File: src/design/swld_pkg.sv
// shared types, constants and stop-word tables for the stop-word language detector
// no dependencies; imported by every module of the block
`timescale 1ns / 1ps

package swld_pkg;

	// counter and field sizes
	localparam int COUNT_WIDTH = 16;
	localparam int FIELD_WIDTH = 16;
	localparam int EXT_WIDTH   = (COUNT_WIDTH > FIELD_WIDTH) ? COUNT_WIDTH : FIELD_WIDTH;
	localparam logic [FIELD_WIDTH-1:0] FIELD_MAX = {FIELD_WIDTH{1'b1}};
	localparam logic [COUNT_WIDTH-1:0] COUNT_MAX = {COUNT_WIDTH{1'b1}};

	// word table geometry
	localparam int WORDS      = 13;
	localparam int MAX_WORD   = 5;
	localparam int HIST_DEPTH = MAX_WORD - 1;
	localparam int HIT_WIDTH  = $clog2(WORDS + 1);

	// tdata widths
	localparam int OUT_BITS  = 2 + 2 * FIELD_WIDTH;
	localparam int OUT_WIDTH = ((OUT_BITS + 7) / 8) * 8;

	typedef enum logic [1:0] {
		LANG_NONE       = 2'd0,
		LANG_ENGLISH    = 2'd1,
		LANG_PORTUGUESE = 2'd2
	} lang_t;

	typedef logic [MAX_WORD-1:0][7:0] window_t; // [MAX_WORD-1] is the newest byte

	// b[0] is the first byte of the word, unused bytes are zero
	typedef struct packed {
		logic [2:0]               len;
		logic [MAX_WORD-1:0][7:0] b;
	} word_t;

	typedef struct packed {
		logic [HIT_WIDTH-1:0] en;
		logic [HIT_WIDTH-1:0] pt;
	} hits_t;

	typedef struct packed {
		logic [COUNT_WIDTH-1:0] en;
		logic [COUNT_WIDTH-1:0] pt;
	} tally_t;

	localparam word_t EN_WORDS [WORDS] = '{
		'{len: 3'd3, b: {8'h00, 8'h00, "e", "h", "t"}},
		'{len: 3'd2, b: {8'h00, 8'h00, 8'h00, "e", "b"}},
		'{len: 3'd2, b: {8'h00, 8'h00, 8'h00, "o", "t"}},
		'{len: 3'd2, b: {8'h00, 8'h00, 8'h00, "f", "o"}},
		'{len: 3'd3, b: {8'h00, 8'h00, "d", "n", "a"}},
		'{len: 3'd3, b: {8'h00, 8'h00, "r", "o", "f"}},
		'{len: 3'd2, b: {8'h00, 8'h00, 8'h00, "n", "i"}},
		'{len: 3'd4, b: {8'h00, "t", "a", "h", "t"}},
		'{len: 3'd4, b: {8'h00, "e", "v", "a", "h"}},
		'{len: 3'd1, b: {8'h00, 8'h00, 8'h00, 8'h00, "I"}},
		'{len: 3'd2, b: {8'h00, 8'h00, 8'h00, "t", "i"}},
		'{len: 3'd3, b: {8'h00, 8'h00, "t", "o", "n"}},
		'{len: 3'd2, b: {8'h00, 8'h00, 8'h00, "n", "o"}}
	};

	// portuguese words in utf-8 byte form
	localparam word_t PT_WORDS [WORDS] = '{
		'{len: 3'd3, b: {8'h00, 8'h00, "e", "u", "q"}},
		'{len: 3'd4, b: {8'h00, "o", 8'hA3, 8'hC3, "n"}},
		'{len: 3'd2, b: {8'h00, 8'h00, 8'h00, "e", "d"}},
		'{len: 3'd2, b: {8'h00, 8'h00, 8'h00, "m", "u"}},
		'{len: 3'd4, b: {8'h00, "a", "r", "a", "p"}},
		'{len: 3'd2, b: {8'h00, 8'h00, 8'h00, "e", "s"}},
		'{len: 3'd3, b: {8'h00, 8'h00, "a", "m", "u"}},
		'{len: 3'd5, b: {8'hA1, 8'hC3, "t", "s", "e"}},
		'{len: 3'd3, b: {8'h00, 8'h00, "m", "o", "c"}},
		'{len: 3'd2, b: {8'h00, 8'h00, 8'h00, "o", "d"}},
		'{len: 3'd3, b: {8'h00, 8'h00, "r", "o", "p"}},
		'{len: 3'd3, b: {8'h00, 8'h00, "s", "a", "m"}},
		'{len: 3'd2, b: {8'h00, 8'h00, 8'h00, 8'hA9, 8'hC3}}
	};

	// number of words of one table that end at the newest byte of the window
	function automatic logic [HIT_WIDTH-1:0] count_hits(input logic pt, input window_t win);
		word_t                w;
		logic                 ok;
		logic [HIT_WIDTH-1:0] total;
		total = '0;
		for (int n = 0; n < WORDS; n++) begin
			w  = pt ? PT_WORDS[n] : EN_WORDS[n];
			ok = (w.len != 3'd0);
			for (int k = 0; k < MAX_WORD; k++) begin
				if (k < int'(w.len)) begin
					if (w.b[k] != win[MAX_WORD - int'(w.len) + k]) begin
						ok = 1'b0;
					end
				end
			end
			if (ok) begin
				total = total + HIT_WIDTH'(1);
			end
		end
		return total;
	endfunction

	// limit a count to the reported field width
	function automatic logic [FIELD_WIDTH-1:0] clip_count(input logic [COUNT_WIDTH-1:0] c);
		logic [EXT_WIDTH-1:0] e;
		e = EXT_WIDTH'(c);
		if (e > EXT_WIDTH'(FIELD_MAX)) begin
			return FIELD_MAX;
		end
		return e[FIELD_WIDTH-1:0];
	endfunction

endpackage

File: src/design/swld_match.sv
// parallel stop-word matcher: counts english and portuguese words ending at the newest byte
// depends on swld_pkg for the word tables and count_hits
`timescale 1ns / 1ps

module swld_match
	import swld_pkg::*;
(
	input  window_t win,
	output hits_t   hits
);

	always_comb begin
		hits.en = count_hits(1'b0, win);
		hits.pt = count_hits(1'b1, win);
	end

endmodule

File: src/design/swld_acc.sv
// byte history and saturating per-language counters of the stop-word detector
// depends on swld_pkg and swld_match
`timescale 1ns / 1ps

module swld_acc
	import swld_pkg::*;
(
	input  logic       clk,
	input  logic       arst_n,
	input  logic       step,
	input  logic [7:0] text_byte,
	input  logic       last,
	output tally_t     tally_next
);

	logic [HIST_DEPTH-1:0][7:0] hist_q; // [0] is the most recent byte
	tally_t                     tally_q;
	window_t                    win;
	hits_t                      hits;

	always_comb begin
		win[MAX_WORD-1] = text_byte;
		for (int k = 0; k < HIST_DEPTH; k++) begin
			win[HIST_DEPTH-1-k] = hist_q[k];
		end
	end

	swld_match u_match (
		.win  (win),
		.hits (hits)
	);

	function automatic logic [COUNT_WIDTH-1:0] sat_add(input logic [COUNT_WIDTH-1:0] c,
	                                                  input logic [HIT_WIDTH-1:0] h);
		logic [COUNT_WIDTH:0] s;
		s = {1'b0, c} + (COUNT_WIDTH + 1)'(h);
		return s[COUNT_WIDTH] ? COUNT_MAX : s[COUNT_WIDTH-1:0];
	endfunction

	always_comb begin
		tally_next.en = sat_add(tally_q.en, hits.en);
		tally_next.pt = sat_add(tally_q.pt, hits.pt);
	end

	always_ff @(posedge clk or negedge arst_n) begin
		if (!arst_n) begin
			hist_q  <= '0;
			tally_q <= '0;
		end else if (step) begin
			if (last) begin
				hist_q  <= '0;
				tally_q <= '0;
			end else begin
				hist_q  <= {hist_q[HIST_DEPTH-2:0], text_byte};
				tally_q <= tally_next;
			end
		end
	end

endmodule

File: src/design/stop_word_language_detector.sv
// top level of the stop-word language detector: input stage, counters and result register
// depends on swld_pkg and swld_acc (which holds swld_match)
`timescale 1ns / 1ps

// stop-word language detector. text arrives one byte per input transaction, the
// final byte of a text flagged by s_tlast. every byte is compared at once against
// 13 english and 13 portuguese stop words (portuguese in utf-8 bytes); each word
// that ends on the byte adds one to its language's saturating counter. words may
// overlap and may sit inside longer words, matching is case sensitive. on the
// final byte one output transaction carries the decision (0 no hit, 1 english
// leads, 2 portuguese leads or tie) and both counts, and the counts and the
// four-byte history clear so no match spans two texts. throughput is one byte
// per clock: the input register feeds the matcher and counter update, which
// feeds the output register, and a byte is taken every cycle unless a result is
// held in the output register while m_tready is low and another final byte is
// waiting.

module stop_word_language_detector
	import swld_pkg::*;
(
	input  logic                 clk,
	input  logic                 arst_n,
	// input stream
	input  logic                 s_tvalid,
	output logic                 s_tready,
	input  logic [7:0]           s_tdata,  // [7:0] text_byte
	input  logic                 s_tlast,  // end_of_text
	// result stream
	output logic                 m_tvalid,
	input  logic                 m_tready,
	output logic [OUT_WIDTH-1:0] m_tdata   // [1:0] language, [17:2] english_hits,
	                                       // [33:18] portuguese_hits, rest zero
);

	// input stage
	logic       valid_s1;
	logic [7:0] byte_s1;
	logic       last_s1;

	// result register
	logic                   m_valid_q;
	lang_t                  lang_q;
	logic [FIELD_WIDTH-1:0] en_hits_q;
	logic [FIELD_WIDTH-1:0] pt_hits_q;

	logic   consume;
	tally_t tally_next;
	lang_t  lang_next;

	// a non-final byte never needs the result register, a final one needs it free
	assign consume  = valid_s1 && (!last_s1 || !m_valid_q || m_tready);
	assign s_tready = !valid_s1 || consume;

	always_ff @(posedge clk or negedge arst_n) begin
		if (!arst_n) begin
			valid_s1 <= 1'b0;
		end else if (s_tready) begin
			valid_s1 <= s_tvalid;
		end
	end

	always_ff @(posedge clk) begin
		if (s_tready && s_tvalid) begin
			byte_s1 <= s_tdata;
			last_s1 <= s_tlast;
		end
	end

	swld_acc u_acc (
		.clk        (clk),
		.arst_n     (arst_n),
		.step       (consume),
		.text_byte  (byte_s1),
		.last       (last_s1),
		.tally_next (tally_next)
	);

	// decision on the full-width counts, nonzero ties go to portuguese
	always_comb begin
		if (tally_next.en == '0 && tally_next.pt == '0) begin
			lang_next = LANG_NONE;
		end else if (tally_next.en > tally_next.pt) begin
			lang_next = LANG_ENGLISH;
		end else begin
			lang_next = LANG_PORTUGUESE;
		end
	end

	always_ff @(posedge clk or negedge arst_n) begin
		if (!arst_n) begin
			m_valid_q <= 1'b0;
		end else if (consume && last_s1) begin
			m_valid_q <= 1'b1;
		end else if (m_tready) begin
			m_valid_q <= 1'b0;
		end
	end

	always_ff @(posedge clk) begin
		if (consume && last_s1) begin
			lang_q    <= lang_next;
			en_hits_q <= clip_count(tally_next.en);
			pt_hits_q <= clip_count(tally_next.pt);
		end
	end

	assign m_tvalid = m_valid_q;
	assign m_tdata  = OUT_WIDTH'({pt_hits_q, en_hits_q, lang_q});

endmodule
File: config.mk
export PLATFORM = sky130hd
export DESIGN_NAME = stop_word_language_detector
export DESIGN_NICKNAME = d
export VERILOG_FILES = /design/src/design/swld_pkg.sv /design/src/design/swld_match.sv /design/src/design/swld_acc.sv /design/src/design/stop_word_language_detector.sv
export SDC_FILE = /design/constraint.sdc
export NUM_CORES = 1
export LEC_CHECK = 0
export ABC_AREA = 1
export BUFFER_PORTS_ARGS = -buffer_cell sky130_fd_sc_hd__buf_2
export CORE_UTILIZATION = 60
export CTS_CLUSTER_DIAMETER = 100
export DETAILED_ROUTE_END_ITERATION = 10
export PLACE_DENSITY = 0.81
export SYNTH_ARGS = -nofsm -noshare
export SYNTH_HDL_FRONTEND = slang
export SYNTH_HIERARCHICAL = 1
export SYNTH_SLANG_ARGS = --single-unit
File: constraint.sdc
create_clock -name clk -period 20.7 [get_ports clk]
set_input_delay 4.14 -clock clk [delete_from_list [all_inputs] [get_ports clk]]
set_output_delay 4.14 -clock clk [all_outputs]
set_load 0.02 [all_outputs]
==> results of run 1 <==
-- cell families (layout without fill, tap and decap cells) --
logic type | after synthesis | in the layout | share of synthesized area
xor gates and xnor gates | 3 | 3 | 0.002977
DFF | 109 | 109 | 0.3334
adders and majority gates | 52 | 52 | 0.07541
other | 2 | 8 | 0.0008508
and+or+nand+nor | 770 | 770 | 0.4336
AOI/OAI and AO/OA | 66 | 66 | 0.04337
buffers and inverters | 242 | 289 | 0.1104
-- worst paths after layout --
check	from	endpoint	slack, ns	cells past startpoint
worst max register to register	u_acc/hist_q[3]	lang_q[0]	11.13	58
worst max-delay path	u_acc/hist_q[3]	lang_q[0]	11.13	58
max in group asynchronous	arst_n	u_acc/tally_q[26]	16.17	2
worst min-delay path	u_acc/tally_q[30]	u_acc/tally_q[30]	0.48	2
worst min register to register	u_acc/tally_q[30]	u_acc/tally_q[30]	0.48	2
min in group asynchronous	arst_n	u_acc/hist_q[0]	3.98	2
-- routing by layer --
layer  part of all wire  global-route usage
met2               0.46              0.4811
met5                  0                   0
met3              0.066             0.03736
met1               0.46              0.4369
met4              0.015             0.08057
-- cell type report --
type	instances	area share
clock buffer	10	0.02407
multi-input combinational	899	0.5194
timing repair buffer	53	0.02920
clock inverter	6	0.007497
tap	180	0.02367
inverter	220	0.08681
sequential	109	0.3094
-- cells in the mapped netlist (3+ instances only) --
library cell	n
nand3_4	5
nand2_4	14
nand3_2	26
dfrtp_1	66
nor4_1	18
nor2_2	12
a221oi_1	4
inv_1	200
and2_1	5
nand2_2	27
buf_4	8
nor3_1	30
nand3b_1	3
a21oi_1	9
nand2_1	368
buf_2	4
nor2_4	7
nand3_1	134
nand4_1	23
o22ai_1	16
edfxtp_1	43
ha_1	50
o21ai_0	31
or2_1	3
nor2_1	77
inv_2	19
clkbuf_1	7
or2_2	11
-- worst reg2reg max path, delay by kind of cell, from the launching register on --
family / cells / cell delay [ns]
and+or+nand+nor: 42 / 5.68
buffers and inverters: 6 / 0.45
AOI/OAI and AO/OA: 1 / 0.13
adders and majority gates: 9 / 2.64
DFF: 1 / 0.44
-- flip-flops by register name (all words and copies together) (netlist names) --
signal,cells
u_acc/hist_q,32
u_acc/tally_q,32
en_hits_q,16
pt_hits_q,16
byte_s1,8
lang_q,2
last_s1,1
m_tvalid,1
valid_s1,1
-- report_power, final --
part,internal [W],switching [W]
sequential,0.000239,0.0000117
combinational,0.0000239,0.0000581
clock,0.0000952,0.0000808
total,0.000359,0.000151
-- per-stage QoR --
| stage | cells | hold slack, ns |
|---|---|---|
| final | 1477 | 0.4803 |
| after global routing | 1477 | 0.5234 |
| after CTS | 1477 | 0.4857 |
| after detailed placement | 1461 | 0.4654 |
| after global placement | 1461 | 0.4652 |
| after floorplan | 1250 | 0.4491 |
==> impl_results.md, run 1 <==
- Status: completed
- CP Capture Type: flop
- Final net count: between 1,000 and 1,500
- Vias per cell: roughly 5.5
- Total GRT Usage: 0.3031
- Die Area: between 15,000 and 20,000 um2
- Commonest non-fill, non-tap cell in the layout: nand2_1
- Peak Freq: between 0.1 and 0.15 GHz
- Top-level port count: between 50 and 60
- Commonest non-fill, non-tap cells in the layout: nand2_1, inv_1, nand3_1, nor2_1, dfrtp_1
- Hold_buf cts: 0
- Crit-path leading delay family: simple AND/OR/NAND/NOR gates
- Worst-path clk slew: 0.08 ns
- Final setup violation count: 0
- Post-CTS setup buffers: 0
- Crit path time final: around 9.6 ns
- Placed Area: 9213 um2
- Largest net degree at the start of global routing: 67
- VDD IR max: between 0.07 and 0.08 mV
- Post-Synthesis Cells: 1,244
- Setup WS post-layout: about 11 ns
- ANT nets after route: 0
- Clk buf depth: 2
- Slew Limit Fails: 0
- Tcrit/Tclk final: 0.4622
- First-pass iteration count of the detailed router: 5
- HPWL after DPL: around 17,000 um
- Die Ht: 123.3 um
- Initial core utilization: 0.6262
- Vias in the first global route: between 7,000 and 8,000
- Final instance area: about 9500 um2
- Max_slew headroom: 0.1863
- Pre-CTS setup slack: approximately 11 ns
- EDFF count, synth: 43
- Worst-skew pair later-pin latency: 0.35 ns
- WL/cell: about 15 um
- TNS Setup: 0 ns
- Leakage: 5.003 nW
- Most frequent CP cell: nand2_1
- Syn_area_per_cell: 7.096 um2
- HP Class: flop to flop
- RSZ-0062 raised after global routing: false
- Critical Path AT: approximately 9.7 ns
- Layout area overhead: 7.767%
- Seq/Total Area, Yosys: 0.3334
- Initial antenna violation count: 0
- Power density cells: between 50 and 60 nW/um2
- Cell Rows: between 40 and 50
- Yosys top cell area share: 0.1871
- Final Hold Violating Endpoints: 0
- Post-Syn Area: 8827 um2
- TritonCTS clock tree: yes
- Clk Tree Root Cell: clkbuf_16
- Clock skew: 0.008832 ns
- Critical path class: flop to flop
- WL final: approximately 22,000 um
- Max Cap Viol: 0
- Slowest stage delay, CP: around 0.50 ns
- Synth top area cells: dfrtp_1, nand2_1, edfxtp_1
- First-pass GRT wire length: 35,580 um
- Diodes inserted: 0
- Routability cong.: between 1 and 1.5
- Syn. warnings: 6
- Critical-path top delay cell: nor4_1
- GRT overflow: 0
- Largest area contributor in the netlist: dfrtp_1
- DIE WIDTH: approximately 120 um
- Worst path bufs/invs: 6
- Async set-or-reset flop fraction in the synthesized netlist: 0.6055
- Synth cell types: 44
- Multi-input gate area: a little under 5000 um2
- Utilization after layout: 0.6749
- Sink Count: around 110
- Least-Margin Pin Slew: between 1 and 1.5 ns
- Via Count: approximately 8,000
- Number of DRC violations after detailed-routing iteration 0: 666
- Resized cells post-CTS: 0
- Layout cell share with drive strength beyond 1: 0.1534
- Seq cells post-synth: between 100 and 150
- Port Buffer Count: between 40 and 50
- DRC Markers: 0
- Design Power: about 0.0005 W
- CTS Buf Count: 9
- Crit-path max FO: 15
- Ys flop type: dfrtp_1
- Fillers: between 1,000 and 1,500
- Required time of the critical path: 20.81 ns
- FF/Latch Area: slightly below 3000 um2
- H-tree Lvls: 3
- Type of origin of the critical path: flop
- Core ar.: 14,100 um2
Power figures use the tool's default switching activity.
==> inputs of run 2 (changes only) <==
--- a/config.mk
+++ b/config.mk
@@ -7,10 +7,10 @@
 export LEC_CHECK = 0
 export ABC_AREA = 1
 export BUFFER_PORTS_ARGS = -buffer_cell sky130_fd_sc_hd__buf_2
-export CORE_UTILIZATION = 60
+export CORE_UTILIZATION = 56
 export CTS_CLUSTER_DIAMETER = 100
 export DETAILED_ROUTE_END_ITERATION = 10
-export PLACE_DENSITY = 0.81
+export PLACE_DENSITY = 0.79
 export SYNTH_ARGS = -nofsm -noshare
 export SYNTH_HDL_FRONTEND = slang
 export SYNTH_HIERARCHICAL = 1
==> constraint.sdc (replaced) <==
create_clock -name clk -period 7.96 [get_ports clk]
set_input_delay 1.592 -clock clk [delete_from_list [all_inputs] [get_ports clk]]
set_output_delay 1.592 -clock clk [all_outputs]
set_load 0.02 [all_outputs]
==> run 2 against run 1 <==
The run now ends with design-rule violations, negative setup slack left. Worst hold slack improved by 0.0083 ns. Count of clock-buffer cells in the layout increased by 1. Global-route usage up 5.6 points. Register-to-register slack lost 12 ns. Sequential power grew to 2.6 times the previous value. Clock power grew to 3.0 times the previous value. Critical path type unchanged. Largest power group unchanged.
==> impl_results.md, run 2 (synthesis gave the netlist of run 1 again) <==
- Worst path bufs/invs: 17 (was 6)
- HP Class: flop to flop (unchanged)
- Clock skew: 0.01056 ns (was 0.008832 ns)
- Clk buf depth: 2 (unchanged)
- Power density cells: 125.3 nW/um2 (was 53.52 nW/um2)
- Crit-path leading delay family: simple AND/OR/NAND/NOR gates (unchanged)
- CP Capture Type: flop (unchanged)
- Vias per cell: 6.064 (was 5.542)
- CTS Buf Count: 9 (unchanged)
- Fillers: 864 (was 1,249)
- Core ar.: 15,310 um2 (was 14,100 um2)
- TritonCTS clock tree: yes (unchanged)
- Number of DRC violations after detailed-routing iteration 0: 1,405 (was 666)
- Hold_buf cts: 0 (unchanged)
- Worst-skew pair later-pin latency: 0.35 ns (about the same)
- Worst Hold Launch: u_acc/tally_q[30] (unchanged)
- Layout area overhead: 40.60% (was 7.767%)
- Die Area: 16,270 um2 (was 15,200 um2)
- Crit path time final: 8.362 ns (was 9.567 ns)
- Least-Margin Pin Slew: 1.262 ns (was 1.213 ns)
- Largest net degree at the start of global routing: 67 (unchanged)
- Leakage: 6.335 nW (was 5.003 nW)
- Critical Path AT: 8.47 ns (was 9.68 ns)
- Type of origin of the critical path: flop (unchanged)
- Initial core utilization: 0.5764 (was 0.6262)
- GRT overflow: 0 (unchanged)
- Port Buffer Count: 48 (unchanged)
- Layout cell share with drive strength beyond 1: 0.3973 (was 0.1534)
- Total GRT Usage: 0.3594 (was 0.3031)
- Commonest non-fill, non-tap cells in the layout: nand2_1, buf_4, inv_1, nand3_1, nand2_2 (was nand2_1, inv_1, nand3_1, nor2_1, dfrtp_1)
- Biggest regs: u_acc/hist_q (32), u_acc/tally_q (32) (unchanged)
- Peak Freq: 0.1196 GHz (was 0.1045 GHz)
- Top-level port count: 55 (unchanged)
- RR Startpoint: u_acc/hist_q[15] (was u_acc/hist_q[3])
- Final net count: 1,588 (was 1,357)
- Crit path launch: u_acc/hist_q[15] (was u_acc/hist_q[3])
- Final instance area: 12,410 um2 (was 9513 um2)
- WL/cell: 18.88 um (was 14.76 um)
- Sink Count: 109 (unchanged)
- Vias in the first global route: 9,530 (was 7,527)
- First-pass GRT wire length: 46,010 um (was 35,580 um)
- Violated checks: design-rule violations, negative setup slack
- HPWL after DPL: 18,410 um (was 17,040 um)
- Gr busiest metal: met2 (unchanged)
- Status: complete, but fails checks (was completed)
- Crit-path max FO: 4 (was 15)
- Final setup violation count: 2 (was 0)
- Pre-CTS setup slack: -0.7580 ns (was 11.29 ns)
- Worst-path clk slew: 0.07 ns (was 0.08 ns)
- Tcrit/Tclk final: 1.050 (was 0.4622)
- Required time of the critical path: 8.07 ns (was 20.81 ns)
- DIE WIDTH: 127.6 um (was 123.3 um)
- Final Hold Violating Endpoints: 0 (unchanged)
- ANT nets after route: 0 (unchanged)
- Commonest non-fill, non-tap cell in the layout: nand2_1 (unchanged)
- Setup WS post-layout: -0.4018 ns (was 11.13 ns)
- Die Ht: 127.6 um (was 123.3 um)
- Hold WS: 0.4886 ns (was 0.4803 ns)
- Grt met3 use: 0.05737 (was 0.03736)
- Max_slew headroom: 0.1534 (was 0.1863)
- Met2 GRT Util: 0.6082 (was 0.4811)
- Max Cap Viol: 0 (unchanged)
- Slowest stage delay, CP: 0.42 ns (was 0.50 ns)
- VDD IR max: 0.1613 mV (was 0.07193 mV)
- H-tree Lvls: 3 (unchanged)
- DRC Markers: 1 (was 0)
- Slew Limit Fails: 0 (unchanged)
- Clk Tree Root Cell: clkbuf_16 (unchanged)
- Critical-path top delay cell: dfrtp_1 (was nor4_1)
- GR Layer Usage met1: 0.4478 (was 0.4369)
- Cell Rows: 45 (was 43)
- Via Count: 10,550 (was 8,186)
- RSZ-0062 raised after global routing: true (was false)
- Critical path class: flop to flop (unchanged)
- WL final: 32,840 um (was 21,790 um)
- Utilization after layout: 0.8104 (was 0.6749)
- Routability cong.: 0.9378 (was 1.011)
- Placed Area: 10,630 um2 (was 9213 um2)
- Diodes inserted: 0 (unchanged)
- First-pass iteration count of the detailed router: 11 (was 5)
- Initial antenna violation count: 0 (unchanged)
run 2: cell count changes in the layout (fill, tap and decap cells not counted), sizes merged:
| cell | delta |
|---|---|
| inv | -2 |
| buf | +230 |
| clkinv | -2 |
| clkbuf | +1 |
| bufinv | +2 |
| nand3 | +1 |
| clkinvlp | +1 |
run 2: metrics by stage:
step           std cells  total power [W]  setup TNS (ns)
6_report            1739         0.001555         -0.7469
2_1_floorplan       1250        0.0008162               0
3_3_place_gp        1655        0.0009222         -0.9112
3_5_place_dp        1655        0.0009336          -1.497
5_1_grt             1739         0.001594          -1.287
4_1_cts             1718         0.001486               0
run 2: area by class of cell:
type,count,area [um2],area share
inverter,220,834.6,0.06724
multi-input combinational,900,5954,0.4798
clock buffer,11,242.7,0.01956
sequential,109,2943,0.2371
clock inverter,5,106.4,0.008569
timing repair buffer,283,2066,0.1664
tap,211,264.0,0.02127
run 2: worst min-delay path: stages, from the launching register on:
cell and delay [ns]:
dfrtp_1 0.35, nand2_1 0.05, nand2_1 0.06
run 2: worst paths after layout:
check                      cells after the start  slack [ns]                end
max                                           59       -0.40          lang_q[0]
min                                            2        0.49  u_acc/tally_q[30]
max reg2reg                                   59       -0.40          lang_q[0]
min reg2reg                                    2        0.49  u_acc/tally_q[30]
max in group asynchronous                      2        5.92   u_acc/tally_q[5]
min in group asynchronous                      2        1.45           m_tvalid
run 2: what timing repair did:
item | CTS | global route
gates resized for setup | 123 | 96
buffers inserted | 46 | 21
endpoints found under the setup margin | 9 | 11
cloned | 1 | 0
pin swaps | 77 | 75
run 2: power by group:
group / internal, W / leakage, nW / switching (W)
combinational: 0.000140 / 4.86 / 0.000243
sequential: 0.000623 / 1.31 / 0.0000259
clock: 0.000318 / 0.166 / 0.000205
run 2: routing by layer:
layer	share of wire	up-vias
li1	-	4551
met1	0.36	4838
met2	0.47	878
met3	0.10	278
met4	0.070	0
met5	0	-
